File: config.mk
export PLATFORM = sky130hd
export DESIGN_NAME = alignment_record_tokenizer_top_flat
export DESIGN_NICKNAME = d
export VERILOG_FILES = /design/src/design/art_pkg.sv /design/src/design/art_if.sv /design/src/design/art_core.sv /design/src/design/art_queue.sv /design/src/design/alignment_record_tokenizer_top.sv /design/src/flat_wrapper.sv
export SDC_FILE = /design/constraint.sdc
export NUM_CORES = 1
export LEC_CHECK = 0
export BUFFER_PORTS_ARGS = -buffer_cell sky130_fd_sc_hd__buf_2
export CORE_ASPECT_RATIO = 0.9
export CORE_MARGIN = 2
export CORE_UTILIZATION = 63
export CTS_CLUSTER_DIAMETER = 120
export DETAILED_ROUTE_END_ITERATION = 10
export PLACE_DENSITY = 0.77
export SLEW_MARGIN = 15
export SYNTH_ARGS = -nofsm -noshare
export SYNTH_HDL_FRONTEND = slang
export SYNTH_HIERARCHICAL = 1
export SYNTH_SLANG_ARGS = --single-unit
File: constraint.sdc
create_clock -name clk -period 8 [get_ports clk]
set_input_delay 1.2 -clock clk [delete_from_list [all_inputs] [get_ports clk]]
set_output_delay 1.2 -clock clk [all_outputs]
set_load 0.01 [all_outputs]
File: src/design/art_pkg.sv
package art_pkg;

    localparam logic [7:0] CH_SPACE   = 8'h20;
    localparam logic [7:0] CH_NEWLINE = 8'h0A;
    localparam logic [7:0] CH_HASH    = 8'h23;
    localparam logic [7:0] CH_ZERO    = 8'h30;

    localparam logic [2:0] FIELD_SOURCE = 3'd1;
    localparam logic [2:0] FIELD_START  = 3'd2;
    localparam logic [2:0] FIELD_SPAN   = 3'd3;
    localparam logic [2:0] FIELD_STRAND = 3'd4;
    localparam logic [2:0] FIELD_CONTIG = 3'd5;
    localparam logic [2:0] FIELD_SEQ    = 3'd6;
    localparam logic [2:0] FIELD_SAT    = 3'd7;

    localparam logic [15:0] COUNT_MAX = 16'hFFFF;

    // output queue depth, must leave room for two pushes per cycle
    localparam int QUEUE_DEPTH = 4;

    typedef enum logic [1:0] {
        EV_SOURCE = 2'd0,
        EV_SEQ    = 2'd1,
        EV_RECORD = 2'd2,
        EV_BLOCK  = 2'd3
    } event_t;

    typedef struct packed {
        event_t      event_res;
        logic [7:0]  char_out;
        logic [31:0] start_pos;
        logic [31:0] span_len;
        logic [7:0]  strand_char;
        logic [31:0] contig_len;
        logic [15:0] records_in_block;
        logic [15:0] max_records;
    } result_t;

    // results produced by one byte, packed from result0 upward
    typedef struct packed {
        logic    push0;
        logic    push1;
        result_t result0;
        result_t result1;
    } push_t;

endpackage

File: src/design/art_if.sv
interface art_char_if;
    logic       valid;
    logic       ready;
    logic [7:0] char_in;

    modport source (output valid, output char_in, input ready);
    modport sink (input valid, input char_in, output ready);
endinterface

interface art_result_if;
    logic        valid;
    logic        ready;
    logic [1:0]  event_res;
    logic [7:0]  char_out;
    logic [31:0] start_pos;
    logic [31:0] span_len;
    logic [7:0]  strand_char;
    logic [31:0] contig_len;
    logic [15:0] records_in_block;
    logic [15:0] max_records;

    modport source (
        output valid, output event_res, output char_out, output start_pos,
        output span_len, output strand_char, output contig_len,
        output records_in_block, output max_records, input ready
    );
    modport sink (
        input valid, input event_res, input char_out, input start_pos,
        input span_len, input strand_char, input contig_len,
        input records_in_block, input max_records, output ready
    );
endinterface

File: src/design/art_core.sv
module art_core (
    input  logic              clk,
    input  logic              rst_n,
    input  logic              in_valid,
    input  logic [7:0]        in_char,
    output logic              in_ready,
    input  logic              room,
    output art_pkg::push_t    push
);

    logic        hold_valid_reg;
    logic [7:0]  hold_char_reg;
    logic        take;

    logic [2:0]  field_index_reg, field_index_next;
    logic        prev_space_reg, prev_space_next;
    logic        line_start_reg, line_start_next;
    logic        has_byte_reg, has_byte_next;
    logic [31:0] acc_reg, acc_next;
    logic [31:0] start_reg, start_next;
    logic [31:0] span_reg, span_next;
    logic [7:0]  strand_reg, strand_next;
    logic [31:0] contig_reg, contig_next;
    logic [15:0] count_reg, count_next;
    logic [15:0] max_reg, max_next;

    logic [7:0]  c;
    logic [31:0] acc_ten;
    logic [15:0] count_inc;
    logic        is_record;
    art_pkg::result_t res_rec, res_blk, res_byte;

    assign take     = hold_valid_reg && room;
    assign in_ready = !hold_valid_reg || room;
    assign c        = hold_char_reg;
    assign acc_ten  = {acc_reg[28:0], 3'b000} + {acc_reg[30:0], 1'b0}
                    + {24'd0, c} - {24'd0, art_pkg::CH_ZERO};

    always_ff @(posedge clk or negedge rst_n)
    begin
        if (!rst_n)
        begin
            hold_valid_reg <= 1'b0;
        end
        else if (in_ready)
        begin
            hold_valid_reg <= in_valid;
        end
    end

    always_ff @(posedge clk)
    begin
        if (in_ready && in_valid)
        begin
            hold_char_reg <= in_char;
        end
    end

    always_comb
    begin
        field_index_next = field_index_reg;
        prev_space_next  = prev_space_reg;
        line_start_next  = line_start_reg;
        has_byte_next    = has_byte_reg;
        acc_next         = acc_reg;
        start_next       = start_reg;
        span_next        = span_reg;
        strand_next      = strand_reg;
        contig_next      = contig_reg;
        count_next       = count_reg;
        max_next         = max_reg;
        is_record        = (field_index_reg == art_pkg::FIELD_SEQ);
        count_inc        = count_reg;
        res_rec          = '0;
        res_blk          = '0;
        res_byte         = '0;
        push             = '0;

        if (c == art_pkg::CH_SPACE)
        begin
            if (!prev_space_reg)
            begin
                unique case (field_index_reg)
                    art_pkg::FIELD_START:  start_next  = acc_reg;
                    art_pkg::FIELD_SPAN:   span_next   = acc_reg;
                    art_pkg::FIELD_STRAND: strand_next = has_byte_reg ? acc_reg[7:0] : 8'd0;
                    art_pkg::FIELD_CONTIG: contig_next = acc_reg;
                    default: ;
                endcase
                if (field_index_reg != art_pkg::FIELD_SAT)
                begin
                    field_index_next = field_index_reg + 3'd1;
                end
                acc_next      = '0;
                has_byte_next = 1'b0;
            end
            prev_space_next = 1'b1;
        end
        else if (c == art_pkg::CH_NEWLINE)
        begin
            prev_space_next = 1'b0;
            if (is_record && count_reg != art_pkg::COUNT_MAX)
            begin
                count_inc = count_reg + 16'd1;
            end
            count_next = count_inc;
            res_rec.event_res   = art_pkg::EV_RECORD;
            res_rec.start_pos   = start_reg;
            res_rec.span_len    = span_reg;
            res_rec.strand_char = strand_reg;
            res_rec.contig_len  = contig_reg;
            res_rec.max_records = max_reg;
            if (line_start_reg)
            begin
                if (count_inc > max_reg)
                begin
                    max_next = count_inc;
                end
                count_next = '0;
            end
            res_blk.event_res        = art_pkg::EV_BLOCK;
            res_blk.records_in_block = count_inc;
            res_blk.max_records      = max_next;
            priority if (is_record)
            begin
                push.push0   = 1'b1;
                push.result0 = res_rec;
                push.push1   = line_start_reg;
                push.result1 = res_blk;
            end
            else
            begin
                push.push0   = line_start_reg;
                push.result0 = res_blk;
            end
            line_start_next  = 1'b1;
            field_index_next = '0;
            acc_next         = '0;
            has_byte_next    = 1'b0;
        end
        else if (c == art_pkg::CH_HASH)
        begin
            prev_space_next = 1'b0;
        end
        else if (line_start_reg)
        begin
            // first ordinary byte of a line is the line tag
            prev_space_next = 1'b0;
            line_start_next = 1'b0;
        end
        else
        begin
            prev_space_next      = 1'b0;
            has_byte_next        = 1'b1;
            res_byte.char_out    = c;
            res_byte.max_records = max_reg;
            unique case (field_index_reg)
                art_pkg::FIELD_SOURCE:
                begin
                    res_byte.event_res = art_pkg::EV_SOURCE;
                    push.push0         = 1'b1;
                end
                art_pkg::FIELD_START, art_pkg::FIELD_SPAN, art_pkg::FIELD_CONTIG:
                begin
                    acc_next = acc_ten;
                end
                art_pkg::FIELD_STRAND:
                begin
                    if (!has_byte_reg)
                    begin
                        acc_next = {24'd0, c};
                    end
                end
                art_pkg::FIELD_SEQ:
                begin
                    res_byte.event_res = art_pkg::EV_SEQ;
                    push.push0         = 1'b1;
                end
                default: ;
            endcase
            push.result0 = res_byte;
        end

        if (!take)
        begin
            push.push0 = 1'b0;
            push.push1 = 1'b0;
        end
    end

    always_ff @(posedge clk or negedge rst_n)
    begin
        if (!rst_n)
        begin
            field_index_reg <= '0;
            prev_space_reg  <= 1'b1;
            line_start_reg  <= 1'b1;
            has_byte_reg    <= 1'b0;
            acc_reg         <= '0;
            start_reg       <= '0;
            span_reg        <= '0;
            strand_reg      <= '0;
            contig_reg      <= '0;
            count_reg       <= '0;
            max_reg         <= '0;
        end
        else if (take)
        begin
            field_index_reg <= field_index_next;
            prev_space_reg  <= prev_space_next;
            line_start_reg  <= line_start_next;
            has_byte_reg    <= has_byte_next;
            acc_reg         <= acc_next;
            start_reg       <= start_next;
            span_reg        <= span_next;
            strand_reg      <= strand_next;
            contig_reg      <= contig_next;
            count_reg       <= count_next;
            max_reg         <= max_next;
        end
    end

endmodule

File: src/design/art_queue.sv
module art_queue (
    input  logic              clk,
    input  logic              rst_n,
    input  art_pkg::push_t    push,
    output logic              room,
    output logic              out_valid,
    input  logic              out_ready,
    output art_pkg::result_t  out_result
);

    localparam int PtrW = $clog2(art_pkg::QUEUE_DEPTH);
    localparam int CntW = $clog2(art_pkg::QUEUE_DEPTH + 1);

    art_pkg::result_t mem_reg [art_pkg::QUEUE_DEPTH];
    logic [PtrW-1:0]  head_reg, head_next;
    logic [PtrW-1:0]  tail_reg, tail_next;
    logic [CntW-1:0]  count_reg, count_next;
    logic             pop;
    logic [PtrW-1:0]  tail_plus;

    assign out_valid  = (count_reg != '0);
    assign out_result = mem_reg[head_reg];
    assign pop        = out_valid && out_ready;
    // two free slots needed, a newline may push two words
    assign room       = (count_reg <= CntW'(art_pkg::QUEUE_DEPTH - 2));
    assign tail_plus  = tail_reg + PtrW'(1);

    always_comb
    begin
        head_next  = pop ? head_reg + PtrW'(1) : head_reg;
        tail_next  = tail_reg;
        count_next = count_reg - CntW'(pop);
        if (push.push0)
        begin
            tail_next  = tail_plus;
            count_next = count_next + CntW'(1);
        end
        if (push.push1)
        begin
            tail_next  = tail_plus + PtrW'(1);
            count_next = count_next + CntW'(1);
        end
    end

    always_ff @(posedge clk)
    begin
        if (push.push0)
        begin
            mem_reg[tail_reg] <= push.result0;
        end
        if (push.push1)
        begin
            mem_reg[tail_plus] <= push.result1;
        end
    end

    always_ff @(posedge clk or negedge rst_n)
    begin
        if (!rst_n)
        begin
            head_reg  <= '0;
            tail_reg  <= '0;
            count_reg <= '0;
        end
        else
        begin
            head_reg  <= head_next;
            tail_reg  <= tail_next;
            count_reg <= count_next;
        end
    end

endmodule

File: src/design/alignment_record_tokenizer_top.sv
// alignment record tokenizer: takes one text byte per word on char_ch and
// emits tagged words on result_ch. source and sequence bytes stream out as
// they arrive; a newline closing a seven-field line emits a record-done word
// with the start, length, strand and contig values of that line, and a
// newline on an empty line emits a block-done word with the record count.
// a newline can close a record and a block at once and then gives two
// words. one byte is taken every clock cycle while the queue has room. the
// byte is captured in an input register, the tokenizer state is updated in
// one pass and its words land in a four-word output queue that drives
// result_ch directly. the queue only takes a byte while two words are free;
// the sustained rate is one word per cycle while result_ch is ready.
// sequence bytes of a line that turns out not to be a record have already
// gone out; the consumer drops them. there is no clearing pass, the block
// is ready right after reset.
module alignment_record_tokenizer_top (
    input  logic           clk,
    input  logic           rst_n,
    art_char_if.sink       char_ch,
    art_result_if.source   result_ch
);

    logic             room;
    logic             queue_valid;
    art_pkg::push_t   push;
    art_pkg::result_t queue_result;

    // input register and tokenizer state
    art_core u_core (
        .clk      (clk),
        .rst_n    (rst_n),
        .in_valid (char_ch.valid),
        .in_char  (char_ch.char_in),
        .in_ready (char_ch.ready),
        .room     (room),
        .push     (push)
    );

    // output queue, decouples stalls on result_ch from the byte stream
    art_queue u_queue (
        .clk        (clk),
        .rst_n      (rst_n),
        .push       (push),
        .room       (room),
        .out_valid  (queue_valid),
        .out_ready  (result_ch.ready),
        .out_result (queue_result)
    );

    assign result_ch.valid            = queue_valid;
    assign result_ch.event_res        = queue_result.event_res;
    assign result_ch.char_out         = queue_result.char_out;
    assign result_ch.start_pos        = queue_result.start_pos;
    assign result_ch.span_len         = queue_result.span_len;
    assign result_ch.strand_char      = queue_result.strand_char;
    assign result_ch.contig_len       = queue_result.contig_len;
    assign result_ch.records_in_block = queue_result.records_in_block;
    assign result_ch.max_records      = queue_result.max_records;

endmodule

File: src/flat_wrapper.sv
// flat-port wrapper written by rule: the top's interface ports become plain ports
module alignment_record_tokenizer_top_flat 
  (clk, rst_n, char_ch_valid, char_ch_char_in, char_ch_ready, result_ch_valid, result_ch_event_res, result_ch_char_out, result_ch_start_pos, result_ch_span_len, result_ch_strand_char, result_ch_contig_len, result_ch_records_in_block, result_ch_max_records, result_ch_ready);
  art_char_if char_ch_i ();
  art_result_if result_ch_i ();
  input  logic clk;
  input  logic rst_n;
  input wire logic [$bits(char_ch_i.valid)-1:0] char_ch_valid;
  input wire logic [$bits(char_ch_i.char_in)-1:0] char_ch_char_in;
  output wire logic [$bits(char_ch_i.ready)-1:0] char_ch_ready;
  output wire logic [$bits(result_ch_i.valid)-1:0] result_ch_valid;
  output wire logic [$bits(result_ch_i.event_res)-1:0] result_ch_event_res;
  output wire logic [$bits(result_ch_i.char_out)-1:0] result_ch_char_out;
  output wire logic [$bits(result_ch_i.start_pos)-1:0] result_ch_start_pos;
  output wire logic [$bits(result_ch_i.span_len)-1:0] result_ch_span_len;
  output wire logic [$bits(result_ch_i.strand_char)-1:0] result_ch_strand_char;
  output wire logic [$bits(result_ch_i.contig_len)-1:0] result_ch_contig_len;
  output wire logic [$bits(result_ch_i.records_in_block)-1:0] result_ch_records_in_block;
  output wire logic [$bits(result_ch_i.max_records)-1:0] result_ch_max_records;
  input wire logic [$bits(result_ch_i.ready)-1:0] result_ch_ready;
  assign char_ch_i.valid = char_ch_valid;
  assign char_ch_i.char_in = char_ch_char_in;
  assign char_ch_ready = char_ch_i.ready;
  assign result_ch_valid = result_ch_i.valid;
  assign result_ch_event_res = result_ch_i.event_res;
  assign result_ch_char_out = result_ch_i.char_out;
  assign result_ch_start_pos = result_ch_i.start_pos;
  assign result_ch_span_len = result_ch_i.span_len;
  assign result_ch_strand_char = result_ch_i.strand_char;
  assign result_ch_contig_len = result_ch_i.contig_len;
  assign result_ch_records_in_block = result_ch_i.records_in_block;
  assign result_ch_max_records = result_ch_i.max_records;
  assign result_ch_i.ready = result_ch_ready;
  alignment_record_tokenizer_top u_core (.clk(clk), .rst_n(rst_n), .char_ch(char_ch_i), .result_ch(result_ch_i));
endmodule
==> results of run 1 <==
-- path summary, 6_finish.rpt --
kind / to / slack (ns) / cells past startpoint
worst max-delay path: u_core/u_queue/mem_reg[2][6]$_DFFE_PP_ / 2.30 / 16
worst min-delay path: u_core/u_core/span_reg[13]$_DFFE_PN0P_ / 0.47 / 2
worst max register to register: u_core/u_queue/mem_reg[2][6]$_DFFE_PP_ / 2.30 / 16
worst min register to register: u_core/u_core/span_reg[13]$_DFFE_PN0P_ / 0.47 / 2
max in group asynchronous: u_core/u_core/span_reg[29]$_DFFE_PN0P_ / 6.03 / 2
min in group asynchronous: u_core/u_core/contig_reg[24]$_DFFE_PN0P_ / 0.60 / 1
-- metrics by stage --
step / util, % / instance area (um^2) / total power, mW / hold slack (ns)
final: 68.3 / 44600 / 11.5 / 0.470
after global routing: 68.3 / 44600 / 12.0 / 0.498
after CTS: 68.3 / 44600 / 11.5 / 0.477
after detailed placement: 64.4 / 42000 / 7.88 / 0.465
after global placement: 64.4 / 42000 / 7.87 / 0.453
after floorplan: - / 41800 / 6.98 / 0.442
-- critical path, delay by kind of cell, from the launching register on --
family	cells	cell delay (ns)
simple gates	7	2.01
compound gates	3	1.47
xor+xnor	1	0.64
fa+ha+maj	2	0.55
flops	1	0.43
mux	1	0.24
buf+inv	2	0.21
-- cell families after synthesis --
family                     Yosys count  share of synthesized area (%)
muxes                              778                           25.1
DFF                                774                           54.0
and+or+nand+nor                    472                           5.65
buffers and inverters              432                           6.37
AOI/OAI and AO/OA                  282                           4.08
adders and majority gates          119                           3.71
xor gates and xnor gates            49                           1.09
other                                1                        0.00906
-- final cells by class --
cell class / instances / area (um^2)
tap: 864 / 1080
inverter: 140 / 526
sequential: 774 / 22300
clock inverter: 35 / 262
multi-input combinational: 1812 / 16900
antenna: 1 / 2.50
timing repair buffer: 196 / 1170
clock buffer: 116 / 2300
fill: 4573 / 20700
-- layer usage --
layer / routed length [um] / share of wire [%] / up-vias
met4: 1560 / 1.6 / 0
met2: 48400 / 49 / 825
met3: 6340 / 6.5 / 120
met5: 0 / 0 / -
met1: 41900 / 43 / 12629
li1: - / - / 10923
-- power groups by stage --
stage | Combinational, mW | Clock (mW) | Sequential [mW]
CTS | 3.24 | 3.72 | 4.57
global placement | 3.22 | 0 | 4.65
global route | 3.50 | 3.87 | 4.59
detailed placement | 3.22 | 0 | 4.65
finish | 3.23 | 3.67 | 4.57
floorplan | 2.43 | 0 | 4.55
-- layout by cell type (no fill, tap or decap), types with 113 or more instances in the layout --
master                     netlist  final
sky130_fd_sc_hd__and3_1        123    123
sky130_fd_sc_hd__buf_2          33    158
sky130_fd_sc_hd__dfrtp_1       180    178
sky130_fd_sc_hd__edfxtp_1      592    592
sky130_fd_sc_hd__ha_1          113    113
sky130_fd_sc_hd__inv_1         139    138
sky130_fd_sc_hd__mux2_2        623    623
sky130_fd_sc_hd__mux4_2        146    146
sky130_fd_sc_hd__nand2_1       180    172
sky130_fd_sc_hd__o21ai_0       130    130
-- synth_stat cells, types with 18 or more instances --
master and count:
sky130_fd_sc_hd__xor2_1 22, sky130_fd_sc_hd__dfrtp_1 180, sky130_fd_sc_hd__mux2_2 623, sky130_fd_sc_hd__ha_1 113, sky130_fd_sc_hd__a21o_1 18, sky130_fd_sc_hd__buf_2 33, sky130_fd_sc_hd__buf_6 47, sky130_fd_sc_hd__a21oi_1 60
sky130_fd_sc_hd__xnor2_1 25, sky130_fd_sc_hd__and3_1 123, sky130_fd_sc_hd__nand2_1 180, sky130_fd_sc_hd__mux4_2 146, sky130_fd_sc_hd__nand4_1 18, sky130_fd_sc_hd__a211oi_1 19, sky130_fd_sc_hd__buf_4 131, sky130_fd_sc_hd__o21ai_0 130
sky130_fd_sc_hd__edfxtp_1 592, sky130_fd_sc_hd__inv_1 139, sky130_fd_sc_hd__clkbuf_1 68, sky130_fd_sc_hd__nor2_1 80
==> results.cfg, run 1 <==
[placed_design]
dp_cells = 3786
detailedPlacementHpwl_um = 60500
dp_slack_ns = 2.47
gp_congestion = 0.899
port_buffers = 159

[power]
vdd_ir_drop_max_mv = 0.303
clock_power_share_pct = 32.0
powerDensity_nw_per_um2 = 257
p_sw_share_pct = 30.3
power_report.internal_total_mw = 7.99
power_switching_mw = 3.48
power.share.combinational_pct = 28.1
power_frac_seq_pct = 39.9
leakagePower_nw = 18.4

[routing]
first_iter_violations = 2194
routed_via_density = 6.22
post_drt_wl_per_cell_um = 24.9
routed_antenna_nets = 0
dr_vias = 24497
final_wirelength_um = 98200
drtPass1Iterations = 5
remaining_drc_errors = 0

[sta]
hold_viol_final = 0
clock.fmax_mhz = 175
slew_headroom_pct = 26.1
grt_setup_unrepaired = no
worst_pin_slew_ns = 1.11
postLayoutSetupSlackWorst_ns = 2.30
fin_skew_ns = 0.0254
final-max-slew-violation-count = 0
setup-tns-final_ns = 0
final_clock_period_utilization_by_the_worst_path_pct = 71.3
setup_viol_count_final = 0
final_critical_period_ns = 5.70

[job]
timing.max_cap.violations = 0

[global_route]
gr-usage-met3_pct = 4.09
grt_use_met1_pct = 41.9
overall_fraction_of_global_route_tracks_in_use_pct = 29.5
grt_pass1_wl_um = 151000
antenna_found_initial = 4
grt_pass1_vias = 25477
globalRoute.totalOverflow = 0
largest_net_degree_at_the_start_of_global_routing = 125
use_met2_pct = 48.7
grt-busiest-layer = met2

[setup_path]
critical_path.slowest_cell = sky130_fd_sc_hd__o21bai_2
setup.worst_path.start_class = register
cp_data_required_time_ns = 8.50
critical_path_class = register to register
timing.critical_path.cells = inv_1, ha_1, and2_2, nand3_1, nor2_1, nand4_1, xor2_1, inv_1, ha_1, nand4_1, or3_1, o21ai_0, nor3_1, o21bai_2, o2bb2ai_1, mux2_2
worst-path-max-fanout = 45
worst_setup_path_startpoint = u_core/u_core/field_index_reg[0]$_DFFE_PN0P_
critPathCaptureType = register
worst_path_largest_cell_delay_ns = 0.75
timing.rr.start = u_core/u_core/field_index_reg[0]$_DFFE_PN0P_
arrival_ns = 6.20

[yosys]
mappedNetlistArea_um2 = 41400
post_synth_inst_count = 2907
synth_seq_cells = 774
synth_area_leader_cell = sky130_fd_sc_hd__edfxtp_1
netlist-cell-type-count = 75
ys_seq_area_share_pct = 54.0
synth_top_flop_cell = sky130_fd_sc_hd__edfxtp_1
postSynth.asyncResetShare_pct = 23.5
synth_enable_flop_cells = 592
syn-mean-instance-area_um2 = 14.2
yosysWarnings = 6
netlist.area_leader.share_pct = 43.0
synth_top_cells_by_area = sky130_fd_sc_hd__edfxtp_1 (43%), sky130_fd_sc_hd__mux2_2 (17%), sky130_fd_sc_hd__dfrtp_1 (11%)

[cts]
clock_insertion_delay_worst_skew_ns = 0.64
numCtsBuffers = 81
post-cts-setup-buffer-count = 0
cts_tree = yes
clk_pin_slew_worst_setup_hold_paths_ns = 0.06
clk_path_buf_depth = 3
htree_levels = 3
clock_tree.root_cell = sky130_fd_sc_hd__clkbuf_16
cts.sink_count = 774
cts.hold.buffers_added = 0
ctsResizeCount = 0

[final_layout]
synthToLayoutAreaGrowth_pct = 7.75
final_layout_size_suffix_gt1_share_pct = 36.2
largest_register_ff_count = 584
post_layout_nonfiller_instances = 3938
nets = 3136

[min_path]
hold_path_class = register to register
hp-start = u_core/u_core/span_reg[13]$_DFFE_PN0P_

[floorplanning]
core_area_um2 = 65300
ios = 160
initial_core_utilization_pct = 63.4
die_h_um = 247
fp.dieW_um = 274
rows = 89
floorplan.die_area_um2 = 67700

[run_status]
outcome = completed
Power figures use the tool's default switching activity.
==> run 2: changes to the inputs <==
==> constraint.sdc (replaced) <==
create_clock -name clk -period 5.7 [get_ports clk]
set_input_delay 0.855 -clock clk [delete_from_list [all_inputs] [get_ports clk]]
set_output_delay 0.855 -clock clk [all_outputs]
set_load 0.01 [all_outputs]
==> results.cfg, run 2 (synthesized netlist as in run 1, its figures left out) <==
[run_status]
outcome = completed

[power]
vdd_ir_drop_max_mv = 0.452
leakagePower_nw = 18.5
powerDensity_nw_per_um2 = 361
fin_total_pwr_mw = 16.2

[routing]
final_wirelength_um = 95900
post_drt_wl_per_cell_um = 24.3
drtPass1Iterations = 5
remaining_drc_errors = 0
first_iter_violations = 2156
routed_antenna_nets = 0
routed_via_density = 6.14
dr_vias = 24220

[sta]
hold_viol_final = 0
clock.fmax_mhz = 193
worst_pin_slew_ns = 1.11
setup-tns-final_ns = 0
final_critical_period_ns = 5.19
setup_viol_count_final = 0
final-max-slew-violation-count = 0
final_clock_period_utilization_by_the_worst_path_pct = 91.0
postLayoutSetupSlackWorst_ns = 0.513
grt_setup_unrepaired = no
slew_headroom_pct = 25.7
fin_skew_ns = 0.0178

[job]
timing.max_cap.violations = 0

[min_path]
hold_path_class = input port to asynchronous set/reset pin

[global_route]
antenna_found_initial = 2
grt_pass1_wl_um = 149000
largest_net_degree_at_the_start_of_global_routing = 148
overall_fraction_of_global_route_tracks_in_use_pct = 29.0
globalRoute.totalOverflow = 0
grt_pass1_vias = 25522

[setup_path]
worst_path_largest_cell_delay_ns = 0.70
critical_path_class = register to register
critical_path.most_common_cell = sky130_fd_sc_hd__and3_4
crit_buf_inv = 3
arrival_ns = 5.67
critical_path.slowest_cell = sky130_fd_sc_hd__o21bai_1
worst-path-max-fanout = 10
setup.worst_path.start_class = register
cp_data_required_time_ns = 6.19
critical-path-top-delay-family = simple AND/OR/NAND/NOR gates
critPathCaptureType = register
timing.critical_path.cells = and3_4, and3_4, nand3_2, or4b_4, inv_2, nand3_1, xor2_1, inv_1, ha_1, nand4_1, or3_1, o21ai_0, nor3_1, o21bai_1, buf_4, o2bb2ai_1, mux2_2

[cts]
clk_path_buf_depth = 3
cts_tree = yes
clk_pin_slew_worst_setup_hold_paths_ns = 0.06
cts.hold.buffers_added = 0
post-cts-setup-buffer-count = 0
clock_insertion_delay_worst_skew_ns = 0.63
clock_tree.root_cell = sky130_fd_sc_hd__clkbuf_16
numCtsBuffers = 79
cts.sink_count = 774
htree_levels = 3
ctsResizeCount = 0

[placed_design]
dp_slack_ns = 0.672
detailedPlacementHpwl_um = 59000
gp_congestion = 0.873
detailed_place.area_um2 = 42200
port_buffers = 159

[final_layout]
nFillCells = 4531
finalInstanceArea_um2 = 44900
final_layout_size_suffix_gt1_share_pct = 36.6
synthToLayoutAreaGrowth_pct = 8.44
most_frequent_cells_in_the_layout = sky130_fd_sc_hd__mux2_2 (623), sky130_fd_sc_hd__edfxtp_1 (592), sky130_fd_sc_hd__dfrtp_1 (178)
layout_commonest_cell = sky130_fd_sc_hd__mux2_2
nets = 3143
largest_register_ff_count = 584

[floorplanning]
floorplan.die_area_um2 = 67700
core_area_um2 = 65300
initial_core_utilization_pct = 63.4
fp.dieW_um = 274
rows = 89
ios = 160
die_h_um = 247
==> run 2: cell count changes in the layout (fill, tap and decap cells not counted), sizes merged <==
cell / delta
clkbuf: -6
buf: +9
bufinv: +3
clkinv: -1
==> run 2: through the flow <==
step	hold slack, ns	util (%)	instances
5_1_grt	0.187	68.8	3942
6_report	0.174	68.8	3943
2_1_floorplan	0.442	-	3018
3_5_place_dp	0.462	64.7	3795
3_3_place_gp	0.454	64.7	3795
4_1_cts	0.158	68.8	3942
==> run 2: path summary, 6_finish.rpt <==
kind                       cells after the start                              startpoint                                endpoint  slack, ns
setup reg to reg                              17  u_core/u_core/count_reg[2]$_DFFE_PN0P_  u_core/u_queue/mem_reg[1][0]$_DFFE_PP_       0.51
hold reg to reg                                2  u_core/u_core/span_reg[21]$_DFFE_PN0P_  u_core/u_core/span_reg[21]$_DFFE_PN0P_       0.47
setup / recovery                              17  u_core/u_core/count_reg[2]$_DFFE_PN0P_  u_core/u_queue/mem_reg[1][0]$_DFFE_PP_       0.51
hold / removal                                 1                                   rst_n   u_core/u_core/max_reg[11]$_DFFE_PN0P_       0.17
max in group asynchronous                      2                                   rst_n  u_core/u_core/span_reg[23]$_DFFE_PN0P_       4.35
min in group clk                               1                      char_ch_char_in[7]            u_core/u_core/c[7]$_DFFE_PP_       0.40
==> run 2: area by class of cell <==
| class | instances | area (um^2) | area share, % |
|---|---|---|---|
| Sequential cell | 774 | 22300 | 49.8 |
| Multi-Input combinational cell | 1812 | 16900 | 37.7 |
| Clock buffer | 110 | 2280 | 5.08 |
| Timing Repair Buffer | 205 | 1360 | 3.03 |
| Tap cell | 864 | 1080 | 2.41 |
| Inverter | 140 | 526 | 1.17 |
| Clock inverter | 37 | 345 | 0.770 |
| Antenna cell | 1 | 2.50 | 0.00558 |
==> run 2: per-layer routing <==
layer | GRT usage (%) | up-vias | wire length, um
met5 | 0 | - | 46
met4 | 8.52 | 6 | 2540
met3 | 4.10 | 171 | 5060
met2 | 48.1 | 723 | 47200
met1 | 40.1 | 12392 | 41100
li1 | - | 10928 | -
==> run 2: power by group <==
| group | internal (mW) | switching (mW) | leakage [nW] | total, mW |
|---|---|---|---|---|
| Sequential | 6.20 | 0.225 | 7.84 | 6.42 |
| Clock | 3.07 | 2.17 | 1.29 | 5.25 |
| Combinational | 2.08 | 2.46 | 9.38 | 4.53 |
| Total | 11.3 | 4.85 | 18.5 | 16.2 |
